### src/design/uwcp_pkg.sv
// types, codes and keyword table of the uart waveform command parser
// no dependencies
`default_nettype none

package uwcp_pkg;

  localparam int unsigned KW_COUNT = 5;
  localparam int unsigned KW_MAX_LEN = 8;
  localparam int unsigned KW_PROG_W = 4;

  localparam logic [7:0] CH_NUL = 8'd0;
  localparam logic [7:0] CH_TAB = 8'd9;
  localparam logic [7:0] CH_LF = 8'd10;
  localparam logic [7:0] CH_VT = 8'd11;
  localparam logic [7:0] CH_FF = 8'd12;
  localparam logic [7:0] CH_CR = 8'd13;
  localparam logic [7:0] CH_SPACE = 8'd32;
  localparam logic [7:0] CH_PLUS = 8'd43;
  localparam logic [7:0] CH_MINUS = 8'd45;
  localparam logic [7:0] CH_ZERO = 8'd48;
  localparam logic [7:0] CH_NINE = 8'd57;

  // keywords in priority order, left-aligned, first character in the top byte
  localparam logic [63:0] KW_STR [KW_COUNT] = '{
    {"sine", 32'h0},
    "triangle",
    {"square", 16'h0},
    {"ramp", 32'h0},
    {"help", 32'h0}
  };
  localparam logic [KW_PROG_W-1:0] KW_LEN [KW_COUNT] = '{
    4'd4, 4'd8, 4'd6, 4'd4, 4'd4
  };
  localparam int unsigned KW_HELP = 4;

  typedef enum logic [1:0] {
    RK_WAVE     = 2'd0,
    RK_HELP     = 2'd1,
    RK_BAD_TYPE = 2'd2,
    RK_TOO_LONG = 2'd3
  } result_kind_t;

  typedef enum logic [1:0] {
    WT_SINE     = 2'd0,
    WT_TRIANGLE = 2'd1,
    WT_SQUARE   = 2'd2,
    WT_RAMP     = 2'd3
  } wave_type_t;

  typedef enum logic [2:0] {
    PH_WAIT_SPACE = 3'd0,
    PH_SKIP_WS    = 3'd1,
    PH_AFTER_SIGN = 3'd2,
    PH_DIGITS     = 3'd3,
    PH_DONE       = 3'd4
  } num_phase_t;

  // per-byte control from the line tracker to the scanners
  typedef struct packed {
    logic clear;  // line end: back to the start state
    logic scan;   // non-nul, non-line-end byte to be scanned
    logic nul;    // first nul of the line
  } scan_ctl_t;

  typedef struct packed {
    result_kind_t kind;
    wave_type_t   wave;
    logic signed [31:0] freq;
  } out_item_t;

  function automatic logic [7:0] kw_char(input int unsigned k, input logic [2:0] pos);
    kw_char = KW_STR[k][63 - 8*pos -: 8];
  endfunction

endpackage

`default_nettype wire

### src/design/uwcp_if.sv
// valid/ready channel interfaces for the byte input and the result output
// no dependencies
`default_nettype none

interface uwcp_in_if;
  logic       valid;
  logic       ready;
  logic [7:0] rx_byte;
  modport source (output valid, output rx_byte, input ready);
  modport sink (input valid, input rx_byte, output ready);
endinterface

interface uwcp_out_if;
  logic               valid;
  logic               ready;
  logic [1:0]         result_kind;
  logic [1:0]         wave_type;
  logic signed [31:0] frequency;
  modport source (output valid, output result_kind, output wave_type, output frequency,
                  input ready);
  modport sink (input valid, input result_kind, input wave_type, input frequency,
                output ready);
endinterface

`default_nettype wire

### src/design/uwcp_kw_bank.sv
// five keyword matchers, one progress counter and one seen flag each
// depends on uwcp_pkg
`default_nettype none

module uwcp_kw_bank (
  input  wire logic                       clk,
  input  wire logic                       rst_n,
  input  wire uwcp_pkg::scan_ctl_t        ctl,
  input  wire logic [7:0]                 ch,
  output logic [uwcp_pkg::KW_COUNT-1:0]   found
);

  logic [uwcp_pkg::KW_COUNT-1:0] found_r, found_nxt;

  for (genvar k = 0; k < uwcp_pkg::KW_COUNT; k++) begin : g_kw
    logic [uwcp_pkg::KW_PROG_W-1:0] prog_r, prog_nxt, step;
    logic                           hit;

    // no keyword has a border, so a mismatch falls back to 0 or 1
    always_comb begin
      if (uwcp_pkg::kw_char(k, prog_r[2:0]) == ch) begin
        step = prog_r + 1'b1;
      end else if (uwcp_pkg::kw_char(k, 3'd0) == ch) begin
        step = uwcp_pkg::KW_PROG_W'(1);
      end else begin
        step = '0;
      end
      hit = (step == uwcp_pkg::KW_LEN[k]);
      prog_nxt = prog_r;
      found_nxt[k] = found_r[k];
      if (ctl.clear) begin
        prog_nxt = '0;
        found_nxt[k] = 1'b0;
      end else if (ctl.scan) begin
        prog_nxt = hit ? '0 : step;
        found_nxt[k] = found_r[k] | hit;
      end
    end

    always_ff @(posedge clk) begin
      if (!rst_n) begin
        prog_r <= '0;
      end else begin
        prog_r <= prog_nxt;
      end
    end
  end

  always_ff @(posedge clk) begin
    if (!rst_n) begin
      found_r <= '0;
    end else begin
      found_r <= found_nxt;
    end
  end

  assign found = found_r;

endmodule

`default_nettype wire

### src/design/uwcp_num_parse.sv
// atoi-style number parser behind the first space, saturating to 32 bits
// depends on uwcp_pkg
`default_nettype none

module uwcp_num_parse (
  input  wire logic                  clk,
  input  wire logic                  rst_n,
  input  wire uwcp_pkg::scan_ctl_t   ctl,
  input  wire logic [7:0]            ch,
  output logic signed [31:0]         value
);

  localparam logic [35:0] MAG_CAP = 36'h0_8000_0000;

  uwcp_pkg::num_phase_t phase_r, phase_nxt;
  logic                 neg_r, neg_nxt;
  logic [31:0]          mag_r, mag_nxt;
  logic                 is_digit, is_ws;
  logic [35:0]          mag_x10;

  assign is_digit = (ch >= uwcp_pkg::CH_ZERO) && (ch <= uwcp_pkg::CH_NINE);
  assign is_ws = (ch == uwcp_pkg::CH_SPACE) || (ch == uwcp_pkg::CH_TAB) ||
                 (ch == uwcp_pkg::CH_VT) || (ch == uwcp_pkg::CH_FF);
  // times ten as two shifts, plus the digit
  assign mag_x10 = {1'b0, mag_r, 3'b000} + {3'b000, mag_r, 1'b0} +
                   {32'd0, ch[3:0] - uwcp_pkg::CH_ZERO[3:0]};

  always_comb begin
    phase_nxt = phase_r;
    neg_nxt = neg_r;
    mag_nxt = mag_r;
    if (ctl.clear) begin
      phase_nxt = uwcp_pkg::PH_WAIT_SPACE;
      neg_nxt = 1'b0;
      mag_nxt = '0;
    end else if (ctl.nul) begin
      if (phase_r != uwcp_pkg::PH_WAIT_SPACE) begin
        phase_nxt = uwcp_pkg::PH_DONE;
      end
    end else if (ctl.scan) begin
      unique case (phase_r)
        uwcp_pkg::PH_WAIT_SPACE: begin
          if (ch == uwcp_pkg::CH_SPACE) begin
            phase_nxt = uwcp_pkg::PH_SKIP_WS;
          end
        end
        uwcp_pkg::PH_SKIP_WS, uwcp_pkg::PH_AFTER_SIGN, uwcp_pkg::PH_DIGITS: begin
          if (phase_r == uwcp_pkg::PH_SKIP_WS && is_ws) begin
            phase_nxt = phase_r;
          end else if (phase_r == uwcp_pkg::PH_SKIP_WS &&
                       (ch == uwcp_pkg::CH_PLUS || ch == uwcp_pkg::CH_MINUS)) begin
            neg_nxt = (ch == uwcp_pkg::CH_MINUS);
            phase_nxt = uwcp_pkg::PH_AFTER_SIGN;
          end else if (is_digit) begin
            mag_nxt = (mag_x10 > MAG_CAP) ? MAG_CAP[31:0] : mag_x10[31:0];
            phase_nxt = uwcp_pkg::PH_DIGITS;
          end else begin
            phase_nxt = uwcp_pkg::PH_DONE;
          end
        end
        default: phase_nxt = uwcp_pkg::PH_DONE;
      endcase
    end
  end

  always_ff @(posedge clk) begin
    if (!rst_n) begin
      phase_r <= uwcp_pkg::PH_WAIT_SPACE;
      neg_r <= 1'b0;
      mag_r <= '0;
    end else begin
      phase_r <= phase_nxt;
      neg_r <= neg_nxt;
      mag_r <= mag_nxt;
    end
  end

  // negative side reaches -2^31 exactly; positive side clips at 2^31-1
  always_comb begin
    if (neg_r) begin
      value = $signed(32'd0 - mag_r);
    end else if (mag_r[31]) begin
      value = 32'sh7FFF_FFFF;
    end else begin
      value = $signed(mag_r);
    end
  end

endmodule

`default_nettype wire

### src/design/uart_waveform_command_parser_core.sv
// top level of the uart waveform command parser: line tracking and result buffer
// depends on uwcp_pkg, uwcp_if, uwcp_kw_bank, uwcp_num_parse
//
//   channel   dir  payload                                handshake
//   in_chan   in   rx_byte[7:0]                           valid/ready
//   out_chan  out  result_kind[1:0] wave_type[1:0]        valid/ready
//                  frequency[31:0] signed
//
// one byte per cycle while ready is high; matchers, number accumulator update then
// a line end writes its result into a two-entry output buffer the same cycle,
// the main entry if free, else the skid entry; out_chan shows the main entry
// in_chan.ready drops only while both buffer entries hold untaken results
// synchronous active-low reset clears line state and empties the buffer
`default_nettype none

module uart_waveform_command_parser_core #(
  parameter int unsigned LINE_CAPACITY = 64
) (
  input  wire logic   clk,
  input  wire logic   rst_n,
  uwcp_in_if.sink     in_chan,
  uwcp_out_if.source  out_chan
);

  localparam int unsigned FILL_W = $clog2(LINE_CAPACITY + 1);

  // line tracking
  logic [FILL_W-1:0]  fill_r, fill_nxt;
  logic               nul_seen_r, nul_seen_nxt;
  logic               xfer, line_end, full;
  uwcp_pkg::scan_ctl_t ctl;

  // scanner outputs
  logic [uwcp_pkg::KW_COUNT-1:0] found;
  logic signed [31:0]            value;

  // result and output buffer
  logic                 push, pop;
  uwcp_pkg::out_item_t  res;
  logic                 main_v_r, skid_v_r;
  uwcp_pkg::out_item_t  main_r, skid_r;

  assign xfer = in_chan.valid & in_chan.ready;
  assign line_end = (in_chan.rx_byte == uwcp_pkg::CH_LF) ||
                    (in_chan.rx_byte == uwcp_pkg::CH_CR);
  assign full = (fill_r >= FILL_W'(LINE_CAPACITY));

  // bytes past a full store are dropped; bytes after a nul only count
  always_comb begin
    ctl.clear = xfer & line_end;
    ctl.scan  = xfer & ~line_end & ~full & ~nul_seen_r &
                (in_chan.rx_byte != uwcp_pkg::CH_NUL);
    ctl.nul   = xfer & ~line_end & ~full & ~nul_seen_r &
                (in_chan.rx_byte == uwcp_pkg::CH_NUL);
  end

  always_comb begin
    fill_nxt = fill_r;
    nul_seen_nxt = nul_seen_r;
    if (ctl.clear) begin
      fill_nxt = '0;
      nul_seen_nxt = 1'b0;
    end else if (xfer && !full) begin
      fill_nxt = fill_r + 1'b1;
      nul_seen_nxt = nul_seen_r | ctl.nul;
    end
  end

  always_ff @(posedge clk) begin
    if (!rst_n) begin
      fill_r <= '0;
      nul_seen_r <= 1'b0;
    end else begin
      fill_r <= fill_nxt;
      nul_seen_r <= nul_seen_nxt;
    end
  end

  uwcp_kw_bank u_kw_bank (
    .clk   (clk),
    .rst_n (rst_n),
    .ctl   (ctl),
    .ch    (in_chan.rx_byte),
    .found (found)
  );

  uwcp_num_parse u_num_parse (
    .clk   (clk),
    .rst_n (rst_n),
    .ctl   (ctl),
    .ch    (in_chan.rx_byte),
    .value (value)
  );

  // result of a line end; empty lines give none
  always_comb begin
    res.kind = uwcp_pkg::RK_BAD_TYPE;
    res.wave = uwcp_pkg::WT_SINE;
    res.freq = '0;
    priority if (full) begin
      res.kind = uwcp_pkg::RK_TOO_LONG;
    end else if (found[0]) begin
      res.kind = uwcp_pkg::RK_WAVE;
      res.wave = uwcp_pkg::WT_SINE;
      res.freq = value;
    end else if (found[1]) begin
      res.kind = uwcp_pkg::RK_WAVE;
      res.wave = uwcp_pkg::WT_TRIANGLE;
      res.freq = value;
    end else if (found[2]) begin
      res.kind = uwcp_pkg::RK_WAVE;
      res.wave = uwcp_pkg::WT_SQUARE;
      res.freq = value;
    end else if (found[3]) begin
      res.kind = uwcp_pkg::RK_WAVE;
      res.wave = uwcp_pkg::WT_RAMP;
      res.freq = value;
    end else if (found[uwcp_pkg::KW_HELP]) begin
      res.kind = uwcp_pkg::RK_HELP;
    end else begin
      res.kind = uwcp_pkg::RK_BAD_TYPE;
    end
  end

  assign push = ctl.clear & (fill_r != '0);
  assign pop = main_v_r & out_chan.ready;

  // main entry drives the port; skid catches a result while main is stalled
  always_ff @(posedge clk) begin
    if (!rst_n) begin
      main_v_r <= 1'b0;
      skid_v_r <= 1'b0;
    end else if (skid_v_r) begin
      if (pop) begin
        skid_v_r <= 1'b0;
      end
    end else if (push && main_v_r && !pop) begin
      skid_v_r <= 1'b1;
    end else if (push) begin
      main_v_r <= 1'b1;
    end else if (pop) begin
      main_v_r <= 1'b0;
    end
  end

  always_ff @(posedge clk) begin
    if (skid_v_r) begin
      if (pop) begin
        main_r <= skid_r;
      end
    end else if (push && main_v_r && !pop) begin
      skid_r <= res;
    end else if (push) begin
      main_r <= res;
    end
  end

  assign in_chan.ready = ~skid_v_r;
  assign out_chan.valid = main_v_r;
  assign out_chan.result_kind = main_r.kind;
  assign out_chan.wave_type = main_r.wave;
  assign out_chan.frequency = main_r.freq;

endmodule

`default_nettype wire

### src/flat_wrapper.sv
// flat-port wrapper written by rule: the top's interface ports become plain ports
module uart_waveform_command_parser_core_flat 
#(
  parameter int unsigned LINE_CAPACITY = 64
)
  (clk, rst_n, in_chan_valid, in_chan_rx_byte, in_chan_ready, out_chan_valid, out_chan_result_kind, out_chan_wave_type, out_chan_frequency, out_chan_ready);
  uwcp_in_if in_chan_i ();
  uwcp_out_if out_chan_i ();
  input  wire logic clk;
  input  wire logic rst_n;
  input wire logic [$bits(in_chan_i.valid)-1:0] in_chan_valid;
  input wire logic [$bits(in_chan_i.rx_byte)-1:0] in_chan_rx_byte;
  output wire logic [$bits(in_chan_i.ready)-1:0] in_chan_ready;
  output wire logic [$bits(out_chan_i.valid)-1:0] out_chan_valid;
  output wire logic [$bits(out_chan_i.result_kind)-1:0] out_chan_result_kind;
  output wire logic [$bits(out_chan_i.wave_type)-1:0] out_chan_wave_type;
  output wire logic [$bits(out_chan_i.frequency)-1:0] out_chan_frequency;
  input wire logic [$bits(out_chan_i.ready)-1:0] out_chan_ready;
  assign in_chan_i.valid = in_chan_valid;
  assign in_chan_i.rx_byte = in_chan_rx_byte;
  assign in_chan_ready = in_chan_i.ready;
  assign out_chan_valid = out_chan_i.valid;
  assign out_chan_result_kind = out_chan_i.result_kind;
  assign out_chan_wave_type = out_chan_i.wave_type;
  assign out_chan_frequency = out_chan_i.frequency;
  assign out_chan_i.ready = out_chan_ready;
  uart_waveform_command_parser_core #(.LINE_CAPACITY(LINE_CAPACITY)) u_core (.clk(clk), .rst_n(rst_n), .in_chan(in_chan_i), .out_chan(out_chan_i));
endmodule
### config.mk
export PLATFORM = sky130hd
export DESIGN_NAME = uart_waveform_command_parser_core_flat
export DESIGN_NICKNAME = d
export VERILOG_FILES = /design/src/design/uwcp_pkg.sv /design/src/design/uwcp_if.sv /design/src/design/uwcp_kw_bank.sv /design/src/design/uwcp_num_parse.sv /design/src/design/uart_waveform_command_parser_core.sv /design/src/flat_wrapper.sv
export SDC_FILE = /design/constraint.sdc
export NUM_CORES = 1
export LEC_CHECK = 0
export ABC_AREA = 1
export BUFFER_PORTS_ARGS = -buffer_cell sky130_fd_sc_hd__buf_2
export CAP_MARGIN = 40
export CORE_ASPECT_RATIO = 0.7
export CORE_UTILIZATION = 30
export DETAILED_ROUTE_END_ITERATION = 16
export GPL_TIMING_DRIVEN = 1
export PLACE_DENSITY_LB_ADDON = 0.2
export REMOVE_ABC_BUFFERS = 1
export SKIP_LAST_GASP = 1
export SYNTH_ARGS = -nofsm -noshare
export SYNTH_HDL_FRONTEND = slang
export SYNTH_SLANG_ARGS = --single-unit
### constraint.sdc
create_clock -name clk -period 4.6 [get_ports clk]
set_input_delay 0.92 -clock clk [delete_from_list [all_inputs] [get_ports clk]]
set_output_delay 0.92 -clock clk [all_outputs]
set_load 0.01 [all_outputs]
==> results.md, run 1 <==
* Outcome: finished clean
* GRT Residual Overflow at 0
* Initial DRC Count at 681
* WS Path Type: input port to flop
* Final Power at 2.86 mW
* Vias in the first global route at 8592
* Clock sinks at 143
* Global-route wire length before repair at 47700 um
* P_leak at 5.56 nW
* Crit end category: flop
* Post-CTS setup buffer count at 0
* Height of the die at 162 um
* Post-synth EDFFs at 72
* Min-Delay Path Class: flop to flop
* Final wirelength at 29800 um
* Post-synthesis async set-or-reset flop share at 0%
* Register area share after synthesis at 32.8%
* Fin crit period at 3.67 ns
* Synth warnings at 0
* Most frequent cells in the layout: nand2_1 (396), inv_1 (201), nor2_1 (141), a21oi_1 (91), o21ai_0 (88)
* Max_slew headroom at 58.5%
* Initial antenna violation count at 0
* Max-cap viol count at 0
* Commonest non-fill, non-tap cell in the layout: nand2_1
* Final core occ at 34.2%
* Worst path cell trace: buf_2, inv_2, fa_1, fa_1, inv_1, nand2_1, nand2_1, nand3_1, nand2_1, nand2_1, nand2_2, nand2_2, nand3_1, nand2_1, nor2_1, nand2_1, nor2_1, nand2_1, nand2_2, buf_4, nand3_1, a21oi_1
* Routability Congestion at 0.860
* Critical path data arrival time at 4.03 ns
* Multi-input gate area at 6320 um^2
* Fraction of final layout cells sized beyond drive strength 1 at 13.3%
* Fill count at 3790
* Maximum clock rate at 0.272 GHz
* Setup TNS at 0 ns
* Dpl cells at 2037
* Worst Path Required at 4.96 ns
* Max-slew violations at 0
* Pwr dens at 233 nW/um^2
* Gr usage total at 16.0%
* RSZ-0062 raised after global routing: false
* Non-filler cells, final at 2069
* Endpoints failing hold at 0
* # setup viols final at 0
* Top delay family on crit path: simple AND/OR/NAND/NOR gates
* Largest net degree at the start of global routing at 42
* Tcrit/Tclk final at 79.9%
* Predominant post-synthesis flop cell: edfxtp_1
* Vias/cell at 4.70
* Maximum vdd ir drop at 0.221 mV
* Synth cell types at 46
* CTS Buffer Depth at 2
* FF/Latch Area at 3580 um^2
* Top Ports at 50
* Nets at 1677
* Crit-path max FO at 19
* Syn avg cell area at 7.11 um^2
* DRC violations left at 0
* Slew @ Worst Pin at 0.622 ns
* Yosys reg bits at 143
* Via count at 9732
* Port Buf Inserts at 49
* HPWL Detailed at 23100 um
* Area delta synth->final at 12.3%
* Delay of the slowest cell on the worst path at 0.54 ns
* Worst-path clk slew at 0.07 ns
* Hold path start: u_core.nul_seen_r
* Critical path launch point type: input port
* Slowest cell on the critical path: fa_1
* Buffers and inverters on the worst path at 4
* Row count at 58
* Drt wl/cell at 14.4 um
* Die area at 37200 um^2
* Post-Syn Area at 10900 um^2
* CTS Hold Bufs at 0
* Root buffer cell: clkbuf_16
* CTS tree: yes
* Critical path startpoint: in_chan_rx_byte[3]
* Die X at 230 um
* Gates resized, CTS repair at 0
* H-tree depth at 4
* Clk Latency, worst-skew pair at 0.43 ns
* CP dominant cell by count: nand2_1
* Drt first pass iters at 4
* N_diodes at 0
* Mapped Cells at 1537
* Total CTS buffers at 17
* Worst reg2reg setup slack at 1.12 ns
* Starting Density at 30.4%
* Routed Antenna Nets at 0
* Core area at 35900 um^2
* Clk_skew at 0.0142 ns
* Start of the worst register-to-register path: u_core.u_num_parse.mag_r[2]
-- stage by stage --
stage / setup slack (ns) / hold WS (ns) / cell area [um^2]
global route: 0.656 / 0.483 / 12300
floorplan: -0.159 / 0.442 / 10700
finish: 0.926 / 0.472 / 12300
detailed placement: 0.481 / 0.460 / 11700
global placement: 0.530 / 0.453 / 11700
CTS: 0.930 / 0.469 / 12300
-- registers in the layout, summed over array words and instances, names as in the netlist --
| signal | count |
|---|---|
| u_core.out_chan.wave_type | 2 |
| u_core.u_num_parse.phase_r | 3 |
| u_core.skid_v_r | 1 |
| u_core.u_kw_bank.found | 5 |
| u_core.u_kw_bank.g_kw.prog_r | 20 |
| u_core.out_chan.result_kind | 2 |
| u_core.skid_r | 36 |
| u_core.u_num_parse.neg_r | 1 |
| u_core.nul_seen_r | 1 |
| u_core.u_num_parse.mag_r | 32 |
| u_core.out_chan.valid | 1 |
| u_core.fill_r | 7 |
| u_core.out_chan.frequency | 32 |
-- cell families (layout without fill, tap and decap cells) --
group           count (synthesis)  in the layout  share of synthesized area (%)
simple gates                  747            747                           30.7
xor+xnor                       31             31                           2.48
flops                         143            143                           32.8
buf+inv                       263            315                           9.58
fa+ha+maj                      89             89                           10.3
compound gates                264            264                           14.2
-- layout make-up --
type                            instances  area share [%]
Timing Repair Buffer                   64            3.28
Multi-Input combinational cell       1131            51.5
Clock inverter                         15            1.02
Tap cell                              480            4.89
Inverter                              219            6.69
Clock buffer                           17            3.46
Sequential cell                       143            29.2
-- path summary, 6_finish.rpt --
path | end | depth (start not counted)
max reg2reg | u_core.u_num_parse.mag_r[0] | 21
max | u_core.u_num_parse.mag_r[0] | 22
min | u_core.nul_seen_r | 2
min reg2reg | u_core.nul_seen_r | 2
-- cells in the mapped netlist, types with 4 or more instances --
| master | n | share of area (%) |
|---|---|---|
| or2_2 | 13 | 0.74 |
| a21oi_1 | 92 | 4.2 |
| o21ai_1 | 9 | 0.41 |
| nor2_2 | 6 | 0.34 |
| nor2_1 | 141 | 4.8 |
| nor3_2 | 4 | 0.37 |
| xor2_1 | 22 | 1.8 |
| buf_2 | 12 | 0.55 |
| edfxtp_1 | 72 | 20 |
| a31oi_1 | 4 | 0.23 |
| nor3_1 | 20 | 0.92 |
| buf_1 | 4 | 0.14 |
| nand3_1 | 76 | 3.5 |
| nand3_2 | 31 | 2.8 |
| o21ai_0 | 88 | 4.0 |
| xnor2_1 | 9 | 0.72 |
| nand2_2 | 10 | 0.57 |
| o22ai_1 | 4 | 0.23 |
| a21oi_2 | 33 | 2.6 |
| nand4_1 | 28 | 1.6 |
| o21a_1 | 7 | 0.48 |
| clkbuf_1 | 22 | 0.76 |
| o31ai_1 | 5 | 0.34 |
| ha_1 | 87 | 10 |
| nand2_1 | 396 | 14 |
| nor4_1 | 6 | 0.34 |
| a211oi_1 | 6 | 0.41 |
| inv_1 | 201 | 6.9 |
| nand3b_1 | 5 | 0.34 |
| buf_6 | 6 | 0.62 |
| dfxtp_1 | 71 | 13 |
| inv_2 | 17 | 0.58 |
| and2_1 | 5 | 0.29 |
| o21bai_1 | 5 | 0.34 |
-- routing by layer --
| metal | share of wire (%) | track usage (%) | vias to the layer above |
|---|---|---|---|
| li1 | - | - | 5135 |
| met4 | 0.58 | 2.83 | 0 |
| met1 | 58 | 27.2 | 4371 |
| met3 | 5.3 | 2.39 | 14 |
| met2 | 36 | 20.1 | 212 |
| met5 | 0 | 0 | - |
-- where the power goes --
group          switching (mW)  leakage (nW)  internal [mW]
sequential             0.0148          1.20           1.34
clock                   0.615         0.263          0.708
combinational           0.121          4.11         0.0623
-- worst min-delay path, delay by kind of cell, from the launching register on --
kind            cells  cell delay, ns
compound gates      1            0.06
buf+inv             1            0.05
flops               1            0.32
No activity file was read; power rests on OpenSTA's default activity.
==> run 2: changes to the inputs <==
--- a/config.mk
+++ b/config.mk
@@ -5,7 +5,7 @@
 export SDC_FILE = /design/constraint.sdc
 export NUM_CORES = 1
 export LEC_CHECK = 0
-export ABC_AREA = 1
+export ABC_AREA = 0
 export BUFFER_PORTS_ARGS = -buffer_cell sky130_fd_sc_hd__buf_2
 export CAP_MARGIN = 40
 export CORE_ASPECT_RATIO = 0.7
==> constraint.sdc (replaced) <==
create_clock -name clk -period 3.8 [get_ports clk]
set_input_delay 0.76 -clock clk [delete_from_list [all_inputs] [get_ports clk]]
set_output_delay 0.76 -clock clk [all_outputs]
set_load 0.01 [all_outputs]
==> results.md, run 2 <==
* Slew @ Worst Pin at 0.683 ns
* Port Buf Inserts at 49
* Crit-path max FO at 19
* Global-route wire length before repair at 42100 um
* Worst path cell trace: buf_2, inv_1, fa_1, fa_1, nand2b_1, a21o_1, a211oi_1, o21ai_0, o31ai_1, o21ai_1, nor3_2, buf_12, a32o_1
* N_diodes at 0
* Min-Delay Path Class: flop to flop
* Total CTS buffers at 17
* Top Ports at 50
* Final core occ at 35.8%
* Routability Congestion at 0.853
* Nets at 1228
* Maximum vdd ir drop at 0.250 mV
* Yosys top cell area share at 22.2%
* Setup TNS at 0 ns
* Vias in the first global route at 7477
* GR Layer Usage met3 at 3.14%
* P_leak at 4.43 nW
* Fin crit period at 3.58 ns
* Worst-path clk slew at 0.06 ns
* DRC violations left at 0
* Clock sinks at 143
* Post-synth EDFFs at 72
* Max-cap viol count at 0
* Via count at 8158
* Core area at 31600 um^2
* Synth top area cells: edfxtp_1 (22%), dfxtp_1 (15%), ha_1 (11%)
* # setup viols final at 0
* CTS Buffer Depth at 2
* Non-filler cells, final at 1560
* Drt wl/cell at 16.5 um
* Final wirelength at 25700 um
* Initial DRC Count at 525
* Most used routing layer: met1
* Die X at 217 um
* Critical path launch point type: input port
* Post-synthesis async set-or-reset flop share at 0%
* Final instance area at 11300 um^2
* Most frequent cell after synthesis: ha_1
* Worst setup endpoint: u_core.u_num_parse.mag_r[12]
* GRT Residual Overflow at 0
* Starting Density at 30.9%
* Endpoints failing hold at 0
* Die area at 33200 um^2
* WS Path Type: input port to flop
* Routed Antenna Nets at 0
* HPWL Detailed at 19600 um
* Root buffer cell: clkbuf_16
* Fraction of final layout cells sized beyond drive strength 1 at 16.4%
* Drt first pass iters at 5
* Worst Hold Slack at 0.443 ns
* Row count at 54
* Vias/cell at 5.23
* Max_slew headroom at 54.4%
* Met1 usage at 26.1%
* Post-Syn Area at 9750 um^2
* Commonest non-fill, non-tap cell in the layout: ha_1
* Gr usage total at 15.9%
* Synth cell types at 70
* Synth warnings at 0
* Most frequent cells in the layout: ha_1 (87), a21oi_1 (83), nor2_1 (77), nand2_1 (77), edfxtp_1 (72)
* Top post-synthesis cells by count: ha_1 (87), a21oi_1 (83), nor2_1 (78), nand2_1 (77), edfxtp_1 (72)
* CTS tree: yes
* Yosys reg bits at 143
* Worst Path Required at 4.16 ns
* RSZ-0062 raised after global routing: false
* H-tree depth at 4
* Area delta synth->final at 15.9%
* Height of the die at 153 um
* Mapped Cells at 1065
* Outcome: finished clean
* Syn avg cell area at 9.15 um^2
* Reg2reg end: u_core.u_num_parse.mag_r[12]
* Synth area leader: edfxtp_1
* Clk Latency, worst-skew pair at 0.43 ns
* Delay of the slowest cell on the worst path at 0.54 ns
* Largest register FFs at 36
* Dpl cells at 1528
* Tcrit/Tclk final at 94.3%
* Placed cell areas at 10800 um^2
* Max-slew violations at 0
* Initial antenna violation count at 0
* Register area share after synthesis at 36.8%
* CP dominant cell by count: fa_1
* Critical path startpoint: in_chan_rx_byte[3]
* Predominant post-synthesis flop cell: edfxtp_1
* Pwr dens at 294 nW/um^2
* Slowest cell on the critical path: fa_1
* Largest net degree at the start of global routing at 57
* CTS Hold Bufs at 0
* Met2 Resource Use GR at 20.4%
* Maximum clock rate at 0.279 GHz
* Start of the worst register-to-register path: u_core.u_num_parse.mag_r[19]
* Clk_skew at 0.0178 ns
* Worst reg2reg setup slack at 0.23 ns
* Largest Register: u_core.skid_r
* Critical path data arrival time at 3.94 ns
* Fill count at 3205
* Reg2Reg Depth at 11
* Crit end category: flop
-- run 2: changes by cell type in the layout (fill, tap and decap cells not counted), moves of 34 or more --
cell	change
nor3_1	+37
nand3_1	-48
buf_4	+34
inv_1	-159
nor2_1	-64
nand2_1	-319
o21ai_0	-42
-- run 2: area by class of cell --
type / instances / area, um^2 / share of cell area [%]
clock inverters: 13 / 114 / 1.01
flip-flops and latches: 143 / 3580 / 31.7
repair buffers: 99 / 671 / 5.93
clock buffers: 19 / 433 / 3.83
well taps: 420 / 526 / 4.65
multi-input cells: 823 / 5810 / 51.4
inverters: 43 / 161 / 1.43
-- run 2: cells by family (layout without fill, tap and decap cells) --
| kind of cell | Yosys count | count (layout) | synth area share (%) |
|---|---|---|---|
| flip-flops | 143 | 143 | 36.8 |
| adder cells (fa/ha/maj) | 89 | 89 | 11.6 |
| AND/OR/NAND/NOR | 343 | 343 | 17.8 |
| AO/OA/AOI/OAI | 277 | 277 | 18.9 |
| buffers and inverters | 99 | 174 | 3.88 |
| XOR/XNOR | 78 | 78 | 7.01 |
| multiplexers | 36 | 36 | 4.12 |
-- run 2: per-stage QoR --
stage / total power, mW / worst slack (ns)
finish: 3.33 / 0.217
global route: 3.45 / 0.0270
CTS: 3.38 / 0.167
detailed placement: 1.77 / -0.220
global placement: 1.77 / -0.186
floorplan: 1.71 / -1.14
-- run 2: power by group --
| part | leakage (nW) | internal (mW) | switching [mW] |
|---|---|---|---|
| Clock | 0.259 | 0.901 | 0.691 |
| Sequential | 1.24 | 1.61 | 0.00457 |
| Combinational | 2.94 | 0.0406 | 0.0794 |
| Total | 4.43 | 2.55 | 0.775 |
-- run 2: metal layers --
layer  share of wire [%]  vias to the layer above
li1                    -                     4097
met1                  58                     3881
met2                  37                      167
met3                 4.7                       13
met4                0.66                        0
met5                   0                        -
-- run 2: worst min path at each step --
stage | startpoint | to | slack [ns] | cells past startpoint
floorplan | u_core.u_kw_bank.g_kw[0].prog_r[3] | u_core.u_kw_bank.g_kw[0].prog_r[3] | 0.42 | 2
global placement | u_core.u_kw_bank.g_kw[0].prog_r[3] | u_core.u_kw_bank.g_kw[0].prog_r[3] | 0.43 | 2
detailed placement | u_core.u_kw_bank.g_kw[0].prog_r[3] | u_core.u_kw_bank.g_kw[0].prog_r[3] | 0.44 | 2
CTS | u_core.u_kw_bank.g_kw[0].prog_r[3] | u_core.u_kw_bank.g_kw[0].prog_r[3] | 0.45 | 2
global route | u_core.u_kw_bank.g_kw[0].prog_r[3] | u_core.u_kw_bank.g_kw[0].prog_r[3] | 0.49 | 2
finish | u_core.u_kw_bank.g_kw[0].prog_r[3] | u_core.u_kw_bank.g_kw[0].prog_r[3] | 0.44 | 2
-- run 2: what timing repair did --
action / in CTS / in global routing
hold endpoints to repair: 0 / 0
resized for setup: 0 / 2
buffers inserted: 0 / 0
endpoints found under the setup margin: 0 / 29
-- run 2: worst max-delay path, delay by kind of cell --
| kind | cells | cell delay, ns |
|---|---|---|
| adder cells (fa/ha/maj) | 2 | 1.05 |
| AND/OR/NAND/NOR | 2 | 0.56 |
| buffers and inverters | 3 | 0.37 |
| AO/OA/AOI/OAI | 6 | 1.18 |
